--- config.mk ---
export PLATFORM = sky130hd
export DESIGN_NAME = block_byte_reorder_bit_serializer
export DESIGN_NICKNAME = d
export VERILOG_FILES = /design/src/bbrs_pkg.sv /design/src/bbrs_front.sv /design/src/bbrs_queue.sv /design/src/bbrs_back.sv /design/src/block_byte_reorder_bit_serializer.sv
export SDC_FILE = /design/constraint.sdc
export NUM_CORES = 1
export LEC_CHECK = 0
export BUFFER_PORTS_ARGS = -buffer_cell sky130_fd_sc_hd__buf_2
export CAP_MARGIN = 5
export CORE_ASPECT_RATIO = 0.5
export CORE_MARGIN = 2
export CORE_UTILIZATION = 50
export CTS_CLUSTER_DIAMETER = 50
export DETAILED_ROUTE_END_ITERATION = 7
export PLACE_DENSITY = 0.69
export REMOVE_ABC_BUFFERS = 1
export SETUP_SLACK_MARGIN = 0.1
export SLEW_MARGIN = 20
export SYNTH_ARGS = -nofsm -noshare
export SYNTH_HDL_FRONTEND = slang
export SYNTH_SLANG_ARGS = --single-unit
--- constraint.sdc ---
create_clock -name clk -period 6 [get_ports clk]
set_input_delay 0.3 -clock clk [delete_from_list [all_inputs] [get_ports clk]]
set_output_delay 0.3 -clock clk [all_outputs]
set_load 0.05 [all_outputs]
--- src/bbrs_pkg.sv ---
// Shared types and constants for the block byte reorder bit serializer.
package bbrs_pkg;

    localparam int unsigned CFG_DATA_W  = 24;
    localparam int unsigned CFG_INDEX_W = 3;
    localparam int unsigned FILL_W      = 3;
    localparam int unsigned SIZE_W      = 4;
    localparam int unsigned ORDER_IDX_W = 3;
    localparam int unsigned ORDER_N     = 8;
    localparam int unsigned BYTE_BITS   = 8;

    localparam logic [CFG_INDEX_W-1:0] REG_BLOCK_SIZE = 3'd0;
    localparam logic [CFG_INDEX_W-1:0] REG_OUT_COUNT  = 3'd1;
    localparam logic [CFG_INDEX_W-1:0] REG_ORDER_LIST = 3'd2;
    localparam logic [CFG_INDEX_W-1:0] REG_LSB_FIRST  = 3'd3;

    localparam logic [SIZE_W-1:0]     RST_BLOCK_SIZE = 4'd4;
    localparam logic [SIZE_W-1:0]     RST_OUT_COUNT  = 4'd4;
    localparam logic [CFG_DATA_W-1:0] RST_ORDER_LIST = 24'd1672;
    localparam logic                  RST_LSB_FIRST  = 1'b0;

    localparam logic [SIZE_W-1:0] MAX_OUT_COUNT = 4'd8;

    typedef struct packed {
        logic [SIZE_W-1:0]                       out_count;
        logic [ORDER_N-1:0][ORDER_IDX_W-1:0]     order_list;
        logic                                    lsb_first;
    } back_cfg_t;

endpackage

--- src/bbrs_front.sv ---
// Front end: gathers request bytes into the block store and pushes full blocks.
module bbrs_front #(
    parameter int unsigned MAX_BLOCK = 8
) (
    input  logic                                 clk,
    input  logic                                 rst_n,
    input  logic                                 in_valid,
    output logic                                 in_stall,
    input  logic [7:0]                           data_byte,
    input  logic [bbrs_pkg::SIZE_W-1:0]          block_size,
    input  logic                                 q_full,
    output logic                                 q_push,
    output logic [MAX_BLOCK-1:0][7:0]            q_block
);
    import bbrs_pkg::*;

    localparam logic [SIZE_W-1:0] MAX_SIZE = SIZE_W'(MAX_BLOCK);

    logic [MAX_BLOCK-1:0][7:0] store_reg;
    logic [FILL_W-1:0]         fill_reg;
    logic [FILL_W-1:0]         fill_next;
    logic [SIZE_W-1:0]         size_eff;
    logic                      complete;
    logic                      accept;

    always_comb
    begin
        if (block_size == '0)
            size_eff = SIZE_W'(1);
        else if (block_size > MAX_SIZE)
            size_eff = MAX_SIZE;
        else
            size_eff = block_size;
    end

    assign complete  = ({1'b0, fill_reg} + SIZE_W'(1)) >= size_eff;
    assign in_stall  = complete & q_full;
    assign accept    = in_valid & ~in_stall;
    assign q_push    = accept & complete;
    assign fill_next = complete ? '0 : fill_reg + FILL_W'(1);

    always_comb
    begin
        for (int i = 0; i < MAX_BLOCK; i++)
        begin
            q_block[i] = (fill_reg == FILL_W'(i)) ? data_byte : store_reg[i];
        end
    end

    always_ff @(posedge clk or negedge rst_n)
    begin
        if (!rst_n)
            fill_reg <= '0;
        else if (accept)
            fill_reg <= fill_next;
    end

    always_ff @(posedge clk)
    begin
        for (int i = 0; i < MAX_BLOCK; i++)
        begin
            if (accept && fill_reg == FILL_W'(i))
                store_reg[i] <= data_byte;
        end
    end

endmodule

--- src/bbrs_queue.sv ---
// Two-entry block queue between the front end and the serializer.
module bbrs_queue #(
    parameter int unsigned MAX_BLOCK = 8
) (
    input  logic                       clk,
    input  logic                       rst_n,
    input  logic                       push,
    input  logic [MAX_BLOCK-1:0][7:0]  push_block,
    output logic                       full,
    input  logic                       pop,
    output logic                       not_empty,
    output logic [MAX_BLOCK-1:0][7:0]  head_block
);
    import bbrs_pkg::*;

    logic [MAX_BLOCK-1:0][7:0] mem_reg [2];
    logic                      wr_ptr_reg;
    logic                      rd_ptr_reg;
    logic [1:0]                count_reg;
    logic [1:0]                count_next;
    logic                      do_push;
    logic                      do_pop;

    assign full       = (count_reg == 2'd2);
    assign not_empty  = (count_reg != 2'd0);
    assign do_push    = push & ~full;
    assign do_pop     = pop & not_empty;
    assign head_block = mem_reg[rd_ptr_reg];

    always_comb
    begin
        count_next = count_reg;
        if (do_push && !do_pop)
            count_next = count_reg + 2'd1;
        else if (do_pop && !do_push)
            count_next = count_reg - 2'd1;
    end

    always_ff @(posedge clk or negedge rst_n)
    begin
        if (!rst_n)
        begin
            wr_ptr_reg <= 1'b0;
            rd_ptr_reg <= 1'b0;
            count_reg  <= 2'd0;
        end
        else
        begin
            count_reg <= count_next;
            if (do_push)
                wr_ptr_reg <= ~wr_ptr_reg;
            if (do_pop)
                rd_ptr_reg <= ~rd_ptr_reg;
        end
    end

    always_ff @(posedge clk)
    begin
        if (do_push)
            mem_reg[wr_ptr_reg] <= push_block;
    end

endmodule

--- src/bbrs_back.sv ---
// Back end: walks the order list of one block and emits its bits one per cycle while out_stall does not hold them.
module bbrs_back #(
    parameter int unsigned MAX_BLOCK = 8
) (
    input  logic                       clk,
    input  logic                       rst_n,
    input  bbrs_pkg::back_cfg_t        cfg,
    input  logic                       q_not_empty,
    input  logic [MAX_BLOCK-1:0][7:0]  q_head,
    output logic                       q_pop,
    output logic                       out_valid,
    input  logic                       out_stall,
    output logic                       bit_value,
    output logic                       last_bit
);
    import bbrs_pkg::*;

    typedef enum logic [1:0] {
        S_IDLE = 2'b01,
        S_RUN  = 2'b10
    } state_t;

    state_t                    state_reg;
    state_t                    state_next;
    logic [MAX_BLOCK-1:0][7:0] blk_reg;
    logic [SIZE_W-1:0]         cnt_reg;
    logic [SIZE_W-1:0]         cnt_load;
    logic [ORDER_IDX_W-1:0]    k_reg;
    logic [2:0]                j_reg;
    logic                      valid_reg;
    logic                      bit_reg;
    logic                      last_reg;
    logic                      room;
    logic                      emit;
    logic [ORDER_IDX_W-1:0]    idx;
    logic [7:0]                sel_byte;
    logic [2:0]                sh;
    logic                      cur_last;

    assign cnt_load = (cfg.out_count > MAX_OUT_COUNT) ? MAX_OUT_COUNT : cfg.out_count;
    assign q_pop    = (state_reg == S_IDLE) & q_not_empty;
    assign room     = ~valid_reg | ~out_stall;
    assign emit     = (state_reg == S_RUN) & room;
    assign idx      = cfg.order_list[k_reg];
    assign sh       = cfg.lsb_first ? j_reg : 3'd7 - j_reg;
    assign cur_last = (({1'b0, k_reg} + SIZE_W'(1)) == cnt_reg) && (j_reg == 3'd7);

    always_comb
    begin
        sel_byte = '0;
        for (int i = 0; i < MAX_BLOCK; i++)
        begin
            if (idx == ORDER_IDX_W'(i))
                sel_byte = blk_reg[i];
        end
    end

    always_comb
    begin
        state_next = state_reg;
        case (state_reg)
            S_IDLE:
            begin
                if (q_not_empty && cnt_load != '0)
                    state_next = S_RUN;
            end
            S_RUN:
            begin
                if (emit && cur_last)
                    state_next = S_IDLE;
            end
            default:
            begin
                state_next = S_IDLE;
            end
        endcase
    end

    always_ff @(posedge clk or negedge rst_n)
    begin
        if (!rst_n)
        begin
            state_reg <= S_IDLE;
            valid_reg <= 1'b0;
            k_reg     <= '0;
            j_reg     <= '0;
            cnt_reg   <= '0;
        end
        else
        begin
            state_reg <= state_next;
            if (q_pop)
            begin
                cnt_reg <= cnt_load;
                k_reg   <= '0;
                j_reg   <= '0;
            end
            if (emit)
            begin
                valid_reg <= 1'b1;
                j_reg     <= j_reg + 3'd1;
                if (j_reg == 3'd7)
                    k_reg <= k_reg + ORDER_IDX_W'(1);
            end
            else if (!out_stall)
            begin
                valid_reg <= 1'b0;
            end
        end
    end

    always_ff @(posedge clk)
    begin
        if (q_pop)
            blk_reg <= q_head;
        if (emit)
        begin
            bit_reg  <= sel_byte[sh];
            last_reg <= cur_last;
        end
    end

    assign out_valid = valid_reg;
    assign bit_value = bit_reg;
    assign last_bit  = last_reg;

endmodule

--- src/block_byte_reorder_bit_serializer.sv ---
// Top level of the block byte reorder bit serializer.
//
// Input channel: one byte per request on data_byte, handshake in_valid/in_stall.
// Bytes gather into a block of block_size bytes. The byte that completes a
// block pushes the whole block into a two-entry queue; a partial block never
// emits. Output channel: one bit per request on bit_value with last_bit on the
// final bit of a block, handshake out_valid/out_stall.
// For each block, out_count bytes are taken in order_list order, each sent as
// eight bits, MSB first or LSB first per lsb_first. The serializer emits one
// bit per cycle unless out_stall holds it, and loads each block in its idle
// state first; a completing byte reaches bit_value through the queue, the
// block register and the bit register. Bytes are taken one per cycle until
// the queue holds two blocks; in_stall then rises on the next completing byte.
// A stalled output holds its bit and the serializer waits. Reset clears the
// fill count, the queue and out_valid, and loads the register defaults; the
// block store itself is not cleared. Registers are written by the user through
// cfg_we/cfg_index/cfg_data only while idle; the block does not enforce it.
module block_byte_reorder_bit_serializer #(
    parameter int unsigned MAX_BLOCK = 8
) (
    input  logic                                clk,
    input  logic                                rst_n,
    input  logic                                cfg_we,
    input  logic [bbrs_pkg::CFG_INDEX_W-1:0]    cfg_index,
    input  logic [bbrs_pkg::CFG_DATA_W-1:0]     cfg_data,
    input  logic                                in_valid,
    output logic                                in_stall,
    input  logic [7:0]                          data_byte,
    output logic                                out_valid,
    input  logic                                out_stall,
    output logic                                bit_value,
    output logic                                last_bit
);
    import bbrs_pkg::*;

    logic [SIZE_W-1:0]         block_size_reg;
    logic [SIZE_W-1:0]         out_count_reg;
    logic [CFG_DATA_W-1:0]     order_list_reg;
    logic                      lsb_first_reg;
    back_cfg_t                 back_cfg;
    logic                      q_push;
    logic                      q_full;
    logic                      q_pop;
    logic                      q_not_empty;
    logic [MAX_BLOCK-1:0][7:0] push_block;
    logic [MAX_BLOCK-1:0][7:0] head_block;

    always_ff @(posedge clk or negedge rst_n)
    begin
        if (!rst_n)
        begin
            block_size_reg <= RST_BLOCK_SIZE;
            out_count_reg  <= RST_OUT_COUNT;
            order_list_reg <= RST_ORDER_LIST;
            lsb_first_reg  <= RST_LSB_FIRST;
        end
        else if (cfg_we)
        begin
            case (cfg_index)
                REG_BLOCK_SIZE: block_size_reg <= cfg_data[SIZE_W-1:0];
                REG_OUT_COUNT:  out_count_reg  <= cfg_data[SIZE_W-1:0];
                REG_ORDER_LIST: order_list_reg <= cfg_data;
                REG_LSB_FIRST:  lsb_first_reg  <= cfg_data[0];
                default:        ;
            endcase
        end
    end

    always_comb
    begin
        back_cfg.out_count  = out_count_reg;
        back_cfg.order_list = order_list_reg;
        back_cfg.lsb_first  = lsb_first_reg;
    end

    bbrs_front #(.MAX_BLOCK(MAX_BLOCK)) u_front (
        .clk        (clk),
        .rst_n      (rst_n),
        .in_valid   (in_valid),
        .in_stall   (in_stall),
        .data_byte  (data_byte),
        .block_size (block_size_reg),
        .q_full     (q_full),
        .q_push     (q_push),
        .q_block    (push_block)
    );

    bbrs_queue #(.MAX_BLOCK(MAX_BLOCK)) u_queue (
        .clk        (clk),
        .rst_n      (rst_n),
        .push       (q_push),
        .push_block (push_block),
        .full       (q_full),
        .pop        (q_pop),
        .not_empty  (q_not_empty),
        .head_block (head_block)
    );

    bbrs_back #(.MAX_BLOCK(MAX_BLOCK)) u_back (
        .clk         (clk),
        .rst_n       (rst_n),
        .cfg         (back_cfg),
        .q_not_empty (q_not_empty),
        .q_head      (head_block),
        .q_pop       (q_pop),
        .out_valid   (out_valid),
        .out_stall   (out_stall),
        .bit_value   (bit_value),
        .last_bit    (last_bit)
    );

endmodule
### Word-level counts from Yosys, hierarchy flattened

Memory sizes are Yosys's and may differ from the RTL's. A register that Yosys moved wholly into a read port is not among the register bits.
Index checks and enable logic that the tools add are counted.

* memory bits (writable): 128
* register bits: 119
* memories kept: 1

* order comparisons: 5
* add/subtract/negate cells: 8
* reduce and logical (&&, ||, !) cells: 28
* multiplexer cells: 39
* bitwise operators: 14
* equality and inequality tests: 25

Memory list
* u_queue.mem_reg: words 2, width 64, rd ports 1, clocked after memory_dff 1, wr ports 1, RTL line bbrs_queue.sv:16 `logic [MAX_BLOCK-1:0][7:0] mem_reg [2];`

Operators by type and width (number)
* 8-bit 2-to-1 mux: 16
* 3-bit equality test (second input constant): 9
* 3-bit 2-to-1 mux: 8
* 3-bit by 2-bit equality test with 1-bit output (second input constant): 6
* 1-bit logical AND: 13
* 4-bit 2-to-1 mux: 3
* 2-bit AND reduction: 5
* 3-bit by 1-bit adder with 3-bit output (second input constant): 3
* 3-bit binary-select mux with 3-bit select: 1
* 3-bit by 1-bit equality test with 1-bit output (second input constant): 3
* 3-bit zero test: 3
* 3-bit by 1-bit adder with 4-bit output (second input constant): 2
* 4-bit > comparator (second input constant): 2
* 3-bit by 4-bit less-than comparator with 1-bit output (second input constant): 2
* 2-bit 2-to-1 mux: 4
* 1-bit AND: 7
* 1-bit inverter: 6
* 2-bit nonzero test: 3
* 1-bit 2-to-1 mux: 5
* 2-bit equality test (second input constant): 2
* 4-bit equality test: 1
* 4-bit >= comparator: 1
* 4-bit zero test: 1
* 2-bit != test (second input constant): 2
* other kinds (10): 11

### Depth between registers and ports, before layout

* depth in word-level cells: 13
* gate-level depth with buffers: 13
* depth with buffers taken out: 13

### Modules after synthesis

A second synthesis with hierarchy kept.

* cells, all modules: 728
* area, all modules: 13117.6 µm²

Modules (own cells, without submodules)
* bbrs_queue: cells each 218, area an instance 5024.8 µm², sequential area each 3943.8 µm², instances 1
* bbrs_back: cells each 249, area an instance 3550.9 µm², sequential area each 2308.5 µm², instances 1
* bbrs_front: cells each 188, area an instance 3159.3 µm², sequential area each 1996.9 µm², instances 1
* block_byte_reorder_bit_serializer: cells each 73, area an instance 1382.6 µm², sequential area each 833.3 µm², instances 1

### Worst setup path before layout

OpenSTA, ideal clock, no wires.

* path type: register -> register
* start: reg u_front.fill_reg[2]
* end: mem u_queue.mem_reg[0][0] (netlist bit), enable pin
* required time: 5.435 ns
* cell stages (with the launch flop): 9
* setup slack: -0.436 ns
* path buffers: 1
* clock period less this slack: 6.436 ns
* arrival: 5.871 ns
* path through: dfrtp_1 clkbuf_1 inv_1 ha_1 inv_1 ha_1 a21o_1 a21oi_1 nor3_1

* word-level cells in the longest chain between the ends: 9

RTL lines
* from (decl): RTL line bbrs_front.sv:20 `logic [FILL_W-1:0] fill_reg;`
* from (signal assigned): RTL line bbrs_front.sv:55 `fill_reg <= fill_next;`
* 3-bit by 1-bit adder with 4-bit output *: RTL line bbrs_front.sv:36 `assign complete = ({1'b0, fill_reg} + SIZE_W'(1)) >= size_eff;`
* 4-bit >= comparator *: RTL line bbrs_front.sv:36
* 1-bit AND: RTL line bbrs_front.sv:37 `assign in_stall = complete & q_full;`
* 1-bit inverter: RTL line bbrs_front.sv:38 `assign accept = in_valid & ~in_stall;`
* 1-bit AND: RTL line bbrs_front.sv:38
* 1-bit AND *: RTL line bbrs_front.sv:39 `assign q_push = accept & complete;`
* 1-bit AND *: RTL line bbrs_queue.sv:26 `assign do_push = push & ~full;`
* 1-bit 2-to-1 mux *: RTL line bbrs_queue.sv:59 `if (do_push)`
* 1-bit 2-to-1 mux (not written as such) *: RTL line bbrs_queue.sv:60 `mem_reg[wr_ptr_reg] <= push_block;`
* to (decl): RTL line bbrs_queue.sv:16

Mark *: on every way between the ends. The rest lies on a longest branch, timed or not.

### Final worst setup path

* start: reg u_back.k_reg[0]
* end: reg u_back.bit_reg (netlist: u_back.bit_value) (data pin)

* word-level cells in the longest chain between the ends: 13
* elaborated cells on any way between the ends: 20
* classes of those cells: eq/ne: 7; mux: 12; reduce/logical: 1

RTL lines
* from (decl): RTL line bbrs_back.sv:28 `logic [ORDER_IDX_W-1:0] k_reg;`
* from (signal assigned): RTL line bbrs_back.sv:103 `k_reg <= k_reg + ORDER_IDX_W'(1);`
* 3-bit binary-select mux with 3-bit select *: RTL line bbrs_back.sv:44 `assign idx = cfg.order_list[k_reg];`
* 3-bit 2-to-1 mux (not written as such) *: RTL line bbrs_back.sv:44
* 3-bit zero test: RTL line bbrs_back.sv:53 `if (idx == ORDER_IDX_W'(i))`
* 8-bit 2-to-1 mux (7 in series): RTL line bbrs_back.sv:53
* 8-bit 2-to-1 mux *: RTL line bbrs_back.sv:53
* 1-bit binary-select mux with 3-bit select *: RTL line bbrs_back.sv:118 `bit_reg <= sel_byte[sh];`
* 1-bit 2-to-1 mux (not written as such) *: RTL line bbrs_back.sv:118
* to (signal assigned): RTL line bbrs_back.sv:118
* to (decl): RTL line bbrs_back.sv:31 `logic bit_reg;`

Mark *: on every way between the ends. The rest lies on a longest branch, timed or not. The select of a mux whose other input is x is not followed.
A chain may end at the register's enable or synchronous reset.

==> impl_metrics.tcl <==
set metrics [dict create \
    tightest_slew_ns 1.06 \
    synthCells 720 \
    seq_area_um2 9080 \
    drv_slew 0 \
    outcome "finished, final reports clean" \
    path_cells "mux4_1 > mux2i_4 > buf_4 > mux2_1 > nor2_1 > a2111oi_2 > a31oi_1 > a22o_1 > nand3_1" \
    drive_gt1_share_pct 33.6 \
    antenna_left 0 \
    yosys-top-cells-count "258 x edfxtp_1, 164 x mux2_2, 46 x dfrtp_1, 32 x nand2_1" \
    insertedDiodeCount 0 \
    clock_sinks 311 \
    relSlewSlack_pct 27.7 \
    antenna_found_initial 0 \
    rows 41 \
    reg2reg_slack_ns 2.21 \
    insertion_delay_ns 0.54 \
    whs_path_depth 2 \
    synth-seq-cells 311 \
    worst_r2r_path_depth 9 \
    dieHeight_um 116 \
    power.internal_uw 4880 \
    finClkSkew_ns 0.0122 \
    synth-edff-count 258 \
    leakage_uw 0.00516 \
    worstReg2RegStart "u_back.k_reg[0]" \
    initial_utilization_pct 50.5 \
    max_stage_delay_ns 0.84 \
    post-cts-setup-buffers 0 \
    drc 0 \
    synth_warnings 0 \
    seq_power_share_pct 48.7 \
    power_frac_comb_pct 25.4 \
    swShare_pct 29.1 \
    synth.avg_cell_area_um2 17.6 \
    gp_congestion 0.805 \
    path_class "flop to flop" \
    p_sw_uw 2000 \
    multi_input_area_um2 3410 \
    crit_buf_inv 1 \
    arrival_ns 4.07 \
    synth_top_area_share_pct 61.3 \
    vias 6338 \
    synth_top_cell_by_area "edfxtp_1" \
    finalNetCount 850 \
    hp-start "cfg_data[16]" \
    clk_pin_slew_ns 0.07 \
    clock_path_buffers 3 \
    vdd_drop_max_mv 0.242 \
    core_um2 25000 \
    cp.required_ns 6.29 \
    final_cell_area_um2 14400 \
    dr.pass1.iters 5 \
    synthArstFlopShare_pct 17.0 \
    ios 44 \
    finalHoldViolCount 0 \
    crit_family "multiplexers" \
    hold_class "primary input to flop" \
    ys_seq_area_share_pct 71.8 \
    dp_hpwl_mm 14.9 \
    final_util_pct 57.5 \
    post_drt_wl_per_cell_um 21.3 \
    max_freq_mhz 264 \
    grt_busiest_layer "met2" \
    syn-cell-area_um2 12600 \
    drtIter0Drc 587 \
    worst-path-max-fanout 19 \
    routed_wl_mm 24.7 \
    area_delta_synth_final_pct 13.8 \
    power.clock.fraction_pct 25.9 \
    cp-end-kind "flop" \
    grtUsageMet3_pct 2.91 \
    track_usage_pct 18.6 \
    start_kind "flop" \
    rr_endpoint "u_back.bit_value" \
    grt_setup_unrepaired "no" \
    synth_area_leaders "edfxtp_1 61%, mux2_2 15%, dfrtp_1 9.1%" \
    num-fill-cells 1903 \
    grt_pass1_vias 6438 \
    viasPerCell 5.47 \
    grt_start_max_net_pins 66 \
    cap_violations 0 \
    min_period_over_period_pct 63.1 \
    overflow 0 \
    hold_path_end "order_list_reg[16]" \
    cts_root_buffer "clkbuf_16" \
    use_met1_pct 27.3 \
    fp.dieW_um 229 \
    cts_tree "yes" \
    cts_buffers 28 \
    yosysMostFrequentCell "edfxtp_1" \
    period_needed_ns 3.79 \
    numPortBuffers 43 \
    critical-path-slowest-cell "mux2i_4" \
    grt_pass1_wl_mm 37.8 \
    die_area_um2 26700 \
    cts-htree-levels 1 \
    use_met2_pct 29.7 \
    synthDistinctLibCells 54 \
    largest_reg_flops 128 \
    setup_viol 0 \
    synth_flop_cell "edfxtp_1" \
    powerDensity_nw_per_um2 478 \
    dpl_cell_area_um2 13300 \
]
## per-stage QoR
step	setup slack, ns	hold slack, ns	TNS, ns	std cells	power, uW
after floorplan	-0.421	0.00441	-26.95	692	4560
after global placement	2.30	0.455	0	1089	5090
after detailed placement	2.24	0.464	0	1090	5150
after CTS	2.23	0.0000770	0	1159	6950
after global routing	2.01	0.00575	0	1159	7210
final	2.21	0.0181	0	1159	6880
## per-layer routing
metal	routed length, um	up-vias
met2	11200	166
met5	0	-
met1	11900	3230
met3	1160	29
li1	-	2913
met4	404	0
## cells in the final DEF (no fill, tap or decap), types with 6 or more instances in the layout
cell	netlist	routed
nor2_1	27	27
clkbuf_16	0	28
dlygate4sd3_1	0	20
ha_1	14	14
nand2_1	32	32
a21oi_1	7	7
dfrtp_1	46	45
inv_1	14	13
mux2i_1	27	26
clkbuf_1	19	10
buf_4	2	10
nand3_1	9	9
xor2_1	6	6
mux2_2	164	164
o21ai_0	14	14
nand2b_1	6	6
buf_2	2	43
dfstp_2	7	7
edfxtp_1	258	258
## worst max path at each step
stage	startpoint	end	slack (ns)	cells after the start
detailed placement	u_back.k_reg[0]	u_back.bit_value	2.24	9
CTS	u_back.k_reg[0]	u_back.bit_value	2.23	9
floorplan	u_front.fill_reg[0]	u_queue.mem_reg[0][0]	-0.42	7
global placement	u_back.k_reg[0]	u_back.bit_value	2.30	9
finish	u_back.k_reg[0]	u_back.bit_value	2.21	9
global route	u_back.k_reg[0]	u_back.bit_value	2.01	9
## what timing repair did
action / CTS / global route
resized for setup: 0 / 0
hold endpoints to repair: 65 / 0
endpoints found under the setup margin: 0 / 0
hold buffers: 20 / 0
## cell type report
cell class | instances | share of cell area, %
flip-flops and latches | 311 | 63.1
multi-input cells | 367 | 23.7
clock buffers | 38 | 5.13
repair buffers | 74 | 3.60
well taps | 344 | 2.99
clock inverters | 11 | 1.11
inverters | 14 | 0.365
## cells by family after synthesis
logic type	share of synthesized area (%)
flip-flops	71.8
multiplexers	18.4
AND/OR/NAND/NOR	3.64
AO/OA/AOI/OAI	2.47
buffers and inverters	1.50
adder cells (fa/ha/maj)	1.39
XOR/XNOR	0.762
## power by group through the flow
stage	Clock (uW)	Sequential [uW]	Combinational [uW]
final	1780	3350	1750
after global routing	1890	3410	1920
after CTS	1810	3360	1780
after detailed placement	0	3390	1750
after global placement	0	3380	1710
after floorplan	0	3410	1150
Note: power is estimated with default switching activity, not from simulation.
